[src/hdl/rswm_pkg.sv]
`timescale 1ns / 1ps
// Package for the ring suffix word matcher: field widths, opcodes and
// default sizes. It has no dependencies.

package rswm_pkg;

  // Default sizes of the key ring and the word table.
  localparam int RING_DEPTH_DEF   = 32;
  localparam int MAX_WORDS_DEF    = 8;
  localparam int MAX_WORD_LEN_DEF = 16;

  // Fixed widths of the item and result fields.
  localparam int OPCODE_W = 2;
  localparam int CHAR_W   = 8;
  localparam int WIDX_W   = 3;
  localparam int CPOS_W   = 4;
  localparam int WLEN_W   = 5;
  localparam int NUM_W    = 3;
  localparam int CFG_W    = 4;

  // Opcodes of an input item.
  localparam logic [OPCODE_W-1:0] OP_PUSH  = 2'd0;
  localparam logic [OPCODE_W-1:0] OP_WCHAR = 2'd1;
  localparam logic [OPCODE_W-1:0] OP_WLEN  = 2'd2;
  localparam logic [OPCODE_W-1:0] OP_SCAN  = 2'd3;

endpackage

[src/hdl/ring_suffix_word_matcher_unit.sv]
`timescale 1ns / 1ps
// Top level of the ring suffix word matcher: key ring, word table and the
// scan sequencer with its single byte comparator. Depends on rswm_pkg.

// Push, word character and word length items finish in the cycle they are
// accepted and produce no result; busy_o stays low. A scan item raises
// busy_o and walks the words in use in table order, comparing one word byte
// against one ring byte per cycle on a single comparator, newest key first.
// A word takes a setup step, the reads of its bytes and the compare of its
// last byte, an empty word the setup step only; the end-of-table check and
// the final result close the scan.
// A mismatch ends a word early. Results come out on
// res_strobe_o for one cycle each and cannot be held off; every matching
// word gives one result, a scan without a match gives one result with
// fired_o low, and the final result of a scan has last_o high. busy_o falls
// in the cycle that carries the final result. Word bytes that were never
// written read as unknown values. The configuration channel is always ready
// and must only be written while busy_o is low.

module ring_suffix_word_matcher_unit #(
  parameter int RING_DEPTH   = rswm_pkg::RING_DEPTH_DEF,
  parameter int MAX_WORDS    = rswm_pkg::MAX_WORDS_DEF,
  parameter int MAX_WORD_LEN = rswm_pkg::MAX_WORD_LEN_DEF
) (
  input  logic                         clk_i,
  input  logic                         rst_ni,
  // Command channel
  input  logic                         start_i,
  output logic                         busy_o,
  input  logic [rswm_pkg::OPCODE_W-1:0] opcode_i,
  input  logic [rswm_pkg::CHAR_W-1:0]   key_char_i,
  input  logic [rswm_pkg::WIDX_W-1:0]   word_index_i,
  input  logic [rswm_pkg::CPOS_W-1:0]   char_position_i,
  input  logic [rswm_pkg::CHAR_W-1:0]   word_char_i,
  input  logic [rswm_pkg::WLEN_W-1:0]   word_length_i,
  // Result channel
  output logic                         res_strobe_o,
  output logic                         fired_o,
  output logic [rswm_pkg::NUM_W-1:0]    word_number_o,
  output logic                         last_o,
  // Configuration channel
  input  logic                         cfg_valid_i,
  output logic                         cfg_ready_o,
  input  logic [rswm_pkg::CFG_W-1:0]    cfg_data_i
);

  localparam int RA_W  = (RING_DEPTH > 2) ? $clog2(RING_DEPTH) : 1;
  localparam int WI_W  = (MAX_WORDS > 1) ? $clog2(MAX_WORDS) : 1;
  localparam int WQ_W  = $clog2(MAX_WORDS + 1);
  localparam int LEN_W = $clog2(MAX_WORD_LEN + 1);
  localparam int CHARS = MAX_WORDS * MAX_WORD_LEN;
  localparam int CA_W  = (CHARS > 1) ? $clog2(CHARS) : 1;

  localparam logic [1:0] ST_IDLE = 2'd0;
  localparam logic [1:0] ST_WORD = 2'd1;
  localparam logic [1:0] ST_RUN  = 2'd2;
  localparam logic [1:0] ST_DONE = 2'd3;

  logic [1:0]                   state_q, state_d;
  logic [WQ_W-1:0]              word_q, word_d;
  logic [LEN_W-1:0]             pos_q, pos_d;
  logic [RA_W-1:0]              rptr_q, rptr_d;
  logic                         iss_q, iss_d;
  logic                         cmp_vld_q, cmp_vld_d;
  logic                         cmp_last_q, cmp_last_d;
  logic                         pend_vld_q, pend_vld_d;
  logic [rswm_pkg::NUM_W-1:0]   pend_num_q, pend_num_d;
  logic                         res_strobe_q, res_strobe_d;
  logic                         fired_q, fired_d;
  logic [rswm_pkg::NUM_W-1:0]   num_q, num_d;
  logic                         last_q, last_d;
  logic [rswm_pkg::CFG_W-1:0]   words_in_use_q;
  logic [RA_W-1:0]              wp_q;

  logic [rswm_pkg::CHAR_W-1:0]  ring_mem [RING_DEPTH];
  logic [RING_DEPTH-1:0]        ring_vld_q;
  logic [rswm_pkg::CHAR_W-1:0]  ring_rd_q;
  logic                         ring_rdv_q;
  logic [rswm_pkg::CHAR_W-1:0]  char_mem [CHARS];
  logic [rswm_pkg::CHAR_W-1:0]  char_rd_q;
  logic [LEN_W-1:0]             len_q [MAX_WORDS];

  logic                         accept;
  logic                         push_en, wchar_en, wlen_en;
  logic [WI_W-1:0]              widx;
  logic [CA_W-1:0]              wr_addr, rd_addr;
  logic [LEN_W-1:0]             wlen_clamped;
  logic [LEN_W-1:0]             cur_len;
  logic [7:0]                   words_limit;
  logic [rswm_pkg::CHAR_W-1:0]  key_byte;
  logic                         mismatch;
  logic                         match_evt;

  // Item handshake and decode of the table and ring writes.
  assign accept   = start_i && !busy_o;
  assign push_en  = accept && (opcode_i == rswm_pkg::OP_PUSH);
  assign wchar_en = accept && (opcode_i == rswm_pkg::OP_WCHAR)
                    && (7'(word_index_i) < 7'(MAX_WORDS))
                    && (6'(char_position_i) < 6'(MAX_WORD_LEN));
  assign wlen_en  = accept && (opcode_i == rswm_pkg::OP_WLEN)
                    && (7'(word_index_i) < 7'(MAX_WORDS));
  assign widx     = WI_W'(word_index_i);
  assign wr_addr  = CA_W'(32'(widx) * 32'(MAX_WORD_LEN) + 32'(char_position_i));
  assign rd_addr  = CA_W'(32'(word_q) * 32'(MAX_WORD_LEN) + 32'(pos_q));
  assign wlen_clamped = (6'(word_length_i) > 6'(MAX_WORD_LEN)) ?
                        LEN_W'(MAX_WORD_LEN) : LEN_W'(word_length_i);

  // Scan limits and the byte comparator.
  assign cur_len     = len_q[word_q[WI_W-1:0]];
  assign words_limit = (8'(words_in_use_q) > 8'(MAX_WORDS)) ?
                       8'(MAX_WORDS) : 8'(words_in_use_q);
  assign key_byte    = ring_rdv_q ? ring_rd_q : '0;
  assign mismatch    = (char_rd_q != key_byte);

  // Configuration register.
  assign cfg_ready_o = 1'b1;

  always_ff @(posedge clk_i or negedge rst_ni) begin
    if (!rst_ni) begin
      words_in_use_q <= '0;
    end else if (cfg_valid_i && cfg_ready_o) begin
      words_in_use_q <= cfg_data_i;
    end
  end

  // Write position and per-entry valid bits of the key ring.
  always_ff @(posedge clk_i or negedge rst_ni) begin
    if (!rst_ni) begin
      wp_q       <= '0;
      ring_vld_q <= '0;
    end else if (push_en) begin
      ring_vld_q[wp_q] <= 1'b1;
      wp_q <= (wp_q == RA_W'(RING_DEPTH - 1)) ? '0 : wp_q + 1'b1;
    end
  end

  // Key ring memory with a registered read port.
  always_ff @(posedge clk_i) begin
    if (push_en) begin
      ring_mem[wp_q] <= key_char_i;
    end
    ring_rd_q <= ring_mem[rptr_q];
  end

  always_ff @(posedge clk_i or negedge rst_ni) begin
    if (!rst_ni) begin
      ring_rdv_q <= 1'b0;
    end else begin
      ring_rdv_q <= ring_vld_q[rptr_q];
    end
  end

  // Word character memory with a registered read port.
  always_ff @(posedge clk_i) begin
    if (wchar_en) begin
      char_mem[wr_addr] <= word_char_i;
    end
    char_rd_q <= char_mem[rd_addr];
  end

  // Word lengths, cleared by reset.
  always_ff @(posedge clk_i or negedge rst_ni) begin
    if (!rst_ni) begin
      for (int i = 0; i < MAX_WORDS; i++) begin
        len_q[i] <= '0;
      end
    end else if (wlen_en) begin
      len_q[widx] <= wlen_clamped;
    end
  end

  // Scan sequencer. Each word is read from its last byte backward while the
  // ring pointer walks back from the newest key; reads and compares overlap.
  always_comb begin
    state_d      = state_q;
    word_d       = word_q;
    pos_d        = pos_q;
    rptr_d       = rptr_q;
    iss_d        = iss_q;
    cmp_vld_d    = cmp_vld_q;
    cmp_last_d   = cmp_last_q;
    pend_vld_d   = pend_vld_q;
    pend_num_d   = pend_num_q;
    res_strobe_d = 1'b0;
    fired_d      = fired_q;
    num_d        = num_q;
    last_d       = last_q;
    match_evt    = 1'b0;

    unique case (state_q)
      ST_IDLE: begin
        if (accept && (opcode_i == rswm_pkg::OP_SCAN)) begin
          state_d    = ST_WORD;
          word_d     = '0;
          pend_vld_d = 1'b0;
        end
      end
      ST_WORD: begin
        if (8'(word_q) >= words_limit) begin
          state_d = ST_DONE;
        end else if (cur_len == '0) begin
          match_evt = 1'b1;
          word_d    = word_q + 1'b1;
        end else begin
          pos_d     = cur_len - 1'b1;
          rptr_d    = (wp_q == '0) ? RA_W'(RING_DEPTH - 1) : wp_q - 1'b1;
          iss_d     = 1'b1;
          cmp_vld_d = 1'b0;
          state_d   = ST_RUN;
        end
      end
      ST_RUN: begin
        // Issue the read of the next byte pair.
        if (iss_q) begin
          cmp_vld_d  = 1'b1;
          cmp_last_d = (pos_q == '0);
          if (pos_q == '0) begin
            iss_d = 1'b0;
          end else begin
            pos_d = pos_q - 1'b1;
          end
          rptr_d = (rptr_q == '0) ? RA_W'(RING_DEPTH - 1) : rptr_q - 1'b1;
        end else begin
          cmp_vld_d = 1'b0;
        end
        // Compare the pair read in the previous cycle.
        if (cmp_vld_q && (mismatch || cmp_last_q)) begin
          match_evt = !mismatch;
          word_d    = word_q + 1'b1;
          state_d   = ST_WORD;
          iss_d     = 1'b0;
          cmp_vld_d = 1'b0;
        end
      end
      ST_DONE: begin
        res_strobe_d = 1'b1;
        fired_d      = pend_vld_q;
        num_d        = pend_vld_q ? pend_num_q : '0;
        last_d       = 1'b1;
        pend_vld_d   = 1'b0;
        state_d      = ST_IDLE;
      end
    endcase

    // A match is held back until the next one shows it is not the last.
    if (match_evt) begin
      if (pend_vld_q) begin
        res_strobe_d = 1'b1;
        fired_d      = 1'b1;
        num_d        = pend_num_q;
        last_d       = 1'b0;
      end
      pend_vld_d = 1'b1;
      pend_num_d = rswm_pkg::NUM_W'(word_q);
    end
  end

  // Sequencer control registers.
  always_ff @(posedge clk_i or negedge rst_ni) begin
    if (!rst_ni) begin
      state_q      <= ST_IDLE;
      iss_q        <= 1'b0;
      cmp_vld_q    <= 1'b0;
      pend_vld_q   <= 1'b0;
      res_strobe_q <= 1'b0;
    end else begin
      state_q      <= state_d;
      iss_q        <= iss_d;
      cmp_vld_q    <= cmp_vld_d;
      pend_vld_q   <= pend_vld_d;
      res_strobe_q <= res_strobe_d;
    end
  end

  // Sequencer payload registers.
  always_ff @(posedge clk_i) begin
    word_q     <= word_d;
    pos_q      <= pos_d;
    rptr_q     <= rptr_d;
    cmp_last_q <= cmp_last_d;
    pend_num_q <= pend_num_d;
    fired_q    <= fired_d;
    num_q      <= num_d;
    last_q     <= last_d;
  end

  // Outputs.
  assign busy_o        = (state_q != ST_IDLE);
  assign res_strobe_o  = res_strobe_q;
  assign fired_o       = fired_q;
  assign word_number_o = num_q;
  assign last_o        = last_q;

  // The final result of a scan appears once the block is free again.
  a_last_frees: assert property (@(posedge clk_i) disable iff (!rst_ni)
    res_strobe_o && last_o |-> !busy_o)
    else $error("final result while still busy");

  // An accepted scan keeps the block busy in the next cycle.
  a_scan_busy: assert property (@(posedge clk_i) disable iff (!rst_ni)
    accept && (opcode_i == rswm_pkg::OP_SCAN) |=> busy_o)
    else $error("scan accepted but block not busy");

  // Table and ring writes produce no result.
  a_write_quiet: assert property (@(posedge clk_i) disable iff (!rst_ni)
    accept && (opcode_i != rswm_pkg::OP_SCAN) |=> !res_strobe_o)
    else $error("result after a non-scan item");

  // A no-match result is the only result of its scan.
  a_nomatch_form: assert property (@(posedge clk_i) disable iff (!rst_ni)
    res_strobe_o && !fired_o |-> last_o && (word_number_o == '0))
    else $error("malformed no-match result");

  // Compares only happen while a word is being walked.
  a_cmp_in_run: assert property (@(posedge clk_i) disable iff (!rst_ni)
    cmp_vld_q |-> (state_q == ST_RUN))
    else $error("compare pending outside the word walk");

endmodule

[config.mk]
export PLATFORM = sky130hd
export DESIGN_NAME = ring_suffix_word_matcher_unit
export DESIGN_NICKNAME = d
export VERILOG_FILES = /design/src/hdl/rswm_pkg.sv /design/src/hdl/ring_suffix_word_matcher_unit.sv
export SDC_FILE = /design/constraint.sdc
export NUM_CORES = 1
export LEC_CHECK = 0
export BUFFER_PORTS_ARGS = -buffer_cell sky130_fd_sc_hd__buf_2
export CAP_MARGIN = 30
export CORE_MARGIN = 8
export CORE_UTILIZATION = 57
export CTS_BUF_LIST = sky130_fd_sc_hd__clkbuf_8 sky130_fd_sc_hd__clkbuf_16
export CTS_CLUSTER_DIAMETER = 100
export CTS_CLUSTER_SIZE = 20
export DETAILED_ROUTE_END_ITERATION = 7
export GPL_TIMING_DRIVEN = 0
export HOLD_SLACK_MARGIN = 0.08
export PLACE_DENSITY = 0.78
export SLEW_MARGIN = 20
export SYNTH_ARGS = -nofsm -noshare
export SYNTH_HDL_FRONTEND = slang
export SYNTH_SLANG_ARGS = --single-unit
[constraint.sdc]
create_clock -name clk_i -period 5.15 [get_ports clk_i]
set_input_delay 1.03 -clock clk_i [delete_from_list [all_inputs] [get_ports clk_i]]
set_output_delay 1.03 -clock clk_i [all_outputs]
set_load 0.03 [all_outputs]
==> run summary, run 1 <==
Run status
* **outcome** complete, no violations

Synth
* **mean instance size in the synthesized netlist** 20.24 um^2
* **most frequently used cell type in the post-synthesis netlist** edfxtp_1
* **dominant cells by area after synthesis** edfxtp_1, mux4_2, dfrtp_1, mux2i_1, mux2_2
* **Synth area leader** edfxtp_1
* **number of different library cells in the post-synthesis netlist** 52
* **commonest register cell after synthesis** edfxtp_1
* **area of the mapped netlist** 55,240 um^2
* **total nets after synthesis** 2,785
* **Yosys warnings** 0
* **gate count after technology mapping** 2,729
* **flops & latches, synth** 1,407
* **most used standard cells in the synthesized netlist** edfxtp_1, mux4_2, nor2_1, mux2i_1, dfrtp_1
* **proportion of register bits with asynchronous set or reset after synthesis** 6.254%
* **count of flip-flops with a built-in enable after synthesis** 1,298
* **share of Yosys cell area claimed by the top area cell type** 70.56%
* **sequential area share after synthesis** 75.31%

Hold path
* **worst min path class** primary input to asynchronous set/reset pin

Timing
* **unrepaired setup endpoints after global routing** no
* **total count of max-transition violations in the final report** 0
* **Rel. slew slack** 23.09%
* **Final TNS setup** 0 ns
* **Final Critical Period** 4.715 ns
* **hold violation total from the final report** 0
* **maximum clock rate** 212.1 MHz
* **measured slew at the worst slew-check pin** 1.154 ns
* **clock skew** 0.03203 ns
* **fraction of the cycle the final worst path needs** 91.55%
* **Setup-failing EPs final** 0

Clock tree
* **count of clock tree sinks** 1,407
* **post-cts sizing count** 0
* **number of buffers created by CTS** 80
* **clock-pin slew on the worst setup and hold paths** 0.08 ns
* **buffer levels on the longest clock path** 3
* **later-pin clock latency in the skew report** 0.68 ns
* **number of buffers inserted by post-CTS setup repair** 0
* **number of H-tree levels** 3
* **hold buffer count at cts** 0
* **clk root buf** clkbuf_16
* **TritonCTS clock tree** built

Layout
* **Layout fillers** 6,468
* **layout cells sized above 1** 22.17%
* **relative area change from synthesis to final layout** 8.369%
* **nets@finish** 2,940
* **Cell Count, Final, Fillers Out** 4,201

Pwr
* **share of power burned in the clock network** 21.7%
* **worst IR drop on VDD** 0.3899 mV
* **power per unit of standard cell area** 497.6 nW/um^2
* **switching power as a share of total power** 34.62%
* **design internal power** 19.47 mW
* **sequential share of power** 43.7%
* **switching power summed over all nets** 10.31 mW
* **combinational fraction of design power** 34.6%
* **Design Power** 29.79 mW
* **Leakage Power** 19.66 nW

Place
* **Port Buffers** 44
* **DP Wirelength** 96.57 mm
* **Placed Cells incl. Taps** 4,068
* **placer's final routability congestion estimate** 0.9905

Global route
* **global-route total usage across every layer** 26.30%
* **total global routing overflow** 0
* **pin count of the biggest net entering global routing** 109
* **number of global-route vias before repair** 28,430
* **wire length of the first global-routing pass** 203.1 mm
* **antenna violations before repair** 7

Critical path
* **required time of the worst setup path** 5.64 ns
* **largest fanout of any net on the critical path** 10
* **critical-path cell with the highest stage delay** buf_2
* **crit path cell chain** clkbuf_1 -> buf_2 -> buf_2 -> clkbuf_1 -> buf_6 -> buf_2 -> mux4_2 -> o211ai_1 -> a211oi_1 -> a211o_1
* **category of the most critical setup path** flip-flop to flip-flop
* **Worst setup EP type** flip-flop
* **cell family with the largest share of critical-path delay** buffers and inverters
* **cell repeated most along the worst path** buf_2
* **maximum single-stage delay on the critical path** 0.55 ns
* **CP startpoint kind** flip-flop
* **CP bufs+invs** 6
* **endpoint arrival time on the critical path** 5.20 ns

Drt
* **average wire per cell in the routed design** 34.09 um
* **vias after detailed routing** 28,820
* **drt drc** 0
* **Detailed Route Iter0 Violations** 4,643
* **number of detailed-route iterations in the first pass** 6
* **antenna violation net count after detailed routing** 0
* **detail-routed via count per cell** 6.859
* **Total Routed Length** 143.2 mm

Floorplan
* **DIE HEIGHT** 327.3 um
* **area of the die** 107,100 um^2
* **Die Wd** 327.3 um
* **site row count** 114
* **IO Pins** 46
* **Core Region** 96,420 um^2
* **Starting Density** 57.29%

Job
* **MaxCap Viol Count** 0

final cells by class:
type / count / area [um^2] / area share [%]
repair buffers: 73 / 725.7 / 1.212
plain buffers: 142 / 691.9 / 1.156
multi-input cells: 1157 / 12890 / 21.54
clock inverters: 39 / 211.5 / 0.3532
diodes: 2 / 5.005 / 0.008360
clock buffers: 82 / 2052 / 3.428
well taps: 1276 / 1597 / 2.667
flip-flops and latches: 1407 / 41600 / 69.49
inverters: 23 / 86.33 / 0.1442
cell usage in the layout, fill, tap and decap left out, types with 9 or more instances in the layout:
master and n:
o221ai_1 48, nor2_1 176, nor2b_1 12, clkbuf_16 82, o211ai_1 9, nor3_1 20, o22ai_1 15, buf_1 18
buf_2 65, nand2_1 70, dfxtp_1 21, o21ai_0 32, nand2b_1 21, nand3_1 16, a221oi_1 39, ha_1 18
clkbuf_1 69, or2_2 35, dfrtp_1 88, mux2i_1 123, buf_4 20, inv_1 55, edfxtp_1 1298, a211oi_1 16
mux4_2 310, buf_6 28, mux2_2 79, xor2_1 9, a21oi_1 31
routing by layer:
layer  part of all wire (%)  track usage [%]
met5                  0.029                0
met4                    3.8            9.011
met3                     13            6.656
met2                     47            41.30
met1                     36            36.35
registers in the layout, indices dropped and copies added, names as in the netlist:
signal,count
ring_rdv_q,1
cmp_last_q,1
word_q,4
pend_vld_q,1
len_q,40
ring_rd_q,8
pos_q,5
char_mem,1024
state_q,2
ring_vld_q,32
char_rd_q,8
word_number_o,3
last_o,1
cmp_vld_q,1
wp_q,5
words_in_use_q,4
rptr_q,5
iss_q,1
fired_o,1
ring_mem,256
res_strobe_o,1
pend_num_q,3
cells by family (layout without fill, tap and decap cells):
kind of cell	after synthesis	count (layout)	synth area share [%]
fa+ha+maj	18	18	0.4077
other cells	1	3	0.006789
buf+inv	165	359	1.398
xor+xnor	16	16	0.2537
compound gates	217	217	2.840
simple gates	393	393	3.309
mux	512	512	16.48
flops	1407	1407	75.31
path summary, 6_finish.rpt:
check | startpoint | cells past startpoint | endpoint | slack, ns
max | pos_q[1] | 10 | char_rd_q[4] | 0.44
min | rst_ni | 1 | len_q[13] | 0.32
max reg2reg | pos_q[1] | 10 | char_rd_q[4] | 0.44
min reg2reg | ring_vld_q[11] | 1 | ring_vld_q[11] | 0.47
max in group asynchronous | rst_ni | 2 | ring_vld_q[21] | 4.14
min in group clk_i | ring_vld_q[11] | 1 | ring_vld_q[11] | 0.47
power by group through the flow:
stage	Combinational, mW	Clock (mW)	Sequential [mW]
after floorplan	5.68	0	13.2
after global placement	9.60	0	13.3
after detailed placement	9.82	0	13.3
after CTS	9.90	6.45	13.0
after global routing	10.4	6.82	13.0
final	10.3	6.47	13.0
through the flow:
| stage | setup WS (ns) | utilization (%) | instance area [um^2] | hold WS [ns] |
|---|---|---|---|---|
| 2_1_floorplan | 2.115 | - | 55240 | 0.4337 |
| 3_3_place_gp | 0.3317 | 59.17 | 57060 | 0.4450 |
| 3_5_place_dp | 0.6941 | 59.61 | 57480 | 0.4479 |
| 4_1_cts | 0.6498 | 61.96 | 59740 | 0.3106 |
| 5_1_grt | 0.5707 | 62.08 | 59860 | 0.3429 |
| 6_report | 0.4351 | 62.08 | 59860 | 0.3186 |
(Power assumes the default switching activity.)
==> run 2: changes to the inputs <==
PLACE_DENSITY = 0.71   (was 0.78)
==> run 2 against run 1 <==
Net effect:
- sequential cell count unchanged
- global-route usage increased by 0.88 points
- critical path depth shrank 1
- utilization barely moved
- worst hold slack better by 0.023 ns
- die area is the same
- combinational power is essentially flat
- sequential share of layout area barely moved
- final area about the same
- largest cell class unchanged
- highest routed layer unchanged
==> run summary, run 2 (synthesized netlist as in run 1, its figures left out) <==
Run status
* **outcome** complete, no violations

Hold path
* **worst min path class** primary input to asynchronous set/reset pin

Critical path
* **reg2reg setup slack** 0.35 ns
* **endpoint arrival time on the critical path** 5.37 ns
* **required time of the worst setup path** 5.72 ns
* **largest fanout of any net on the critical path** 10
* **Worst setup EP type** flip-flop
* **CP startpoint kind** flip-flop
* **category of the most critical setup path** flip-flop to flip-flop

Layout
* **relative area change from synthesis to final layout** 8.310%
* **area taken by flip-flops and latches** 41,600 um^2
* **register containing the most flip-flops in the final layout** char_mem
* **summed area of non-filler cells in the final layout** 59,830 um^2
* **flip-flop count of the largest register, all copies and words added** 1,024
* **nets@finish** 2,943
* **area taken by multi-input logic gates** 12,890 um^2
* **layout cells sized above 1** 22.22%
* **most common library cell in the layout ignoring fill and taps** edfxtp_1
* **leading cell types in the layout, fill and taps excluded** edfxtp_1, mux4_2, nor2_1
* **Layout fillers** 6,612
* **Inserted Diodes** 0
* **largest registers ranked by flip-flop count** char_mem: 1024 flops, ring_mem: 256 flops, len_q: 40 flops

Drt
* **antenna violation net count after detailed routing** 0
* **vias after detailed routing** 28,380
* **drt drc** 0
* **number of detailed-route iterations in the first pass** 6
* **detail-routed via count per cell** 6.755
* **Total Routed Length** 146.7 mm
* **average wire per cell in the routed design** 34.91 um
* **Detailed Route Iter0 Violations** 4,228

Clock tree
* **clock-pin slew on the worst setup and hold paths** 0.09 ns
* **number of H-tree levels** 3
* **post-cts sizing count** 0
* **number of buffers inserted by post-CTS setup repair** 0
* **buffer levels on the longest clock path** 3
* **count of clock tree sinks** 1,407
* **number of buffers created by CTS** 80
* **TritonCTS clock tree** built
* **later-pin clock latency in the skew report** 0.66 ns
* **hold buffer count at cts** 0
* **clk root buf** clkbuf_16

Pwr
* **sequential share of power** 44.1%
* **worst IR drop on VDD** 0.3358 mV
* **share of power burned in the clock network** 21.6%
* **combinational fraction of design power** 34.3%
* **Leakage Power** 19.68 nW
* **switching power as a share of total power** 34.31%
* **power per unit of standard cell area** 495.0 nW/um^2
* **design internal power** 19.46 mW
* **Design Power** 29.62 mW
* **switching power summed over all nets** 10.16 mW

Timing
* **measured slew at the worst slew-check pin** 1.122 ns
* **Final Critical Period** 4.797 ns
* **worst hold slack** 0.3418 ns
* **total count of max-transition violations in the final report** 0
* **hold violation total from the final report** 0
* **fraction of the cycle the final worst path needs** 93.15%
* **maximum clock rate** 208.4 MHz
* **unrepaired setup endpoints after global routing** no
* **Rel. slew slack** 25.23%
* **clock skew** 0.02767 ns
* **Final TNS setup** 0 ns
* **Setup-failing EPs final** 0
* **fin worst setup slack** 0.3526 ns

Place
* **placer's final routability congestion estimate** 0.9693
* **instance area at placement** 57,520 um^2
* **Port Buffers** 44
* **DP Wirelength** 100.4 mm
* **setup slack at placement** 0.5387 ns

Floorplan
* **DIE HEIGHT** 327.3 um
* **IO Pins** 46
* **site row count** 114
* **Starting Density** 57.29%
* **area of the die** 107,100 um^2
* **Core Region** 96,420 um^2
* **Die Wd** 327.3 um

Job
* **MaxCap Viol Count** 0

Global route
* **total global routing overflow** 0
* **pin count of the biggest net entering global routing** 97
* **number of global-route vias before repair** 28,210
* **wire length of the first global-routing pass** 207.3 mm
* **global-route total usage across every layer** 27.18%
* **antenna violations before repair** 6

==> run 2: worst max-delay path, cell delays in order, from the launching register on <==
cell and delay, ns:
edfxtp_1 0.34, clkbuf_1 0.47, buf_2 0.50, buf_2 0.41, clkbuf_1 0.55, buf_2 0.65
mux4_2 0.40, a221oi_1 0.92, nor3_1 0.11, a211o_1 0.30
==> run 2: layer usage <==
metal  share of wire (%)  wire length [um]  up-vias  track usage (%)
met3                  10             15140      287            5.360
met4                 4.9              7115        2            11.39
met5              0.0089                13        -                0
met1                  37             54310    14990            37.19
met2                  48             70080     1647            43.24
li1                    -                 -    11460                -
==> run 2: worst paths after layout <==
| path | startpoint | end | cells past startpoint |
|---|---|---|---|
| min in group clk_i | ring_vld_q[11] | ring_vld_q[11] | 1 |
| max in group asynchronous | rst_ni | ring_vld_q[8] | 2 |
| setup / recovery | pos_q[1] | char_rd_q[4] | 9 |
| setup reg to reg | pos_q[1] | char_rd_q[4] | 9 |
| hold reg to reg | ring_vld_q[11] | ring_vld_q[11] | 1 |
| hold / removal | rst_ni | len_q[23] | 1 |
==> run 2: final cells by class <==
cell class	instances	area share, %
tap	1276	2.668
clock buffer	81	3.388
clock inverter	39	0.3011
timing repair buffer	76	1.257
multi-input combinational	1157	21.54
sequential	1407	69.53
inverter	23	0.1443
buffer	142	1.169
==> run 2: power by group through the flow <==
stage	Sequential, mW	Combinational [mW]	Clock, mW
detailed placement	13.3	9.91	0
global route	13.1	10.4	6.80
CTS	13.0	9.96	6.42
global placement	13.3	9.69	0
floorplan	13.2	5.68	0
finish	13.1	10.2	6.40
==> run 2: per-stage QoR <==
step                      std cells  util [%]
after floorplan                2729         -
after global placement         4049     59.17
after detailed placement       4069     59.65
after CTS                      4189     61.94
after global routing           4201     62.05
final                          4201     62.05
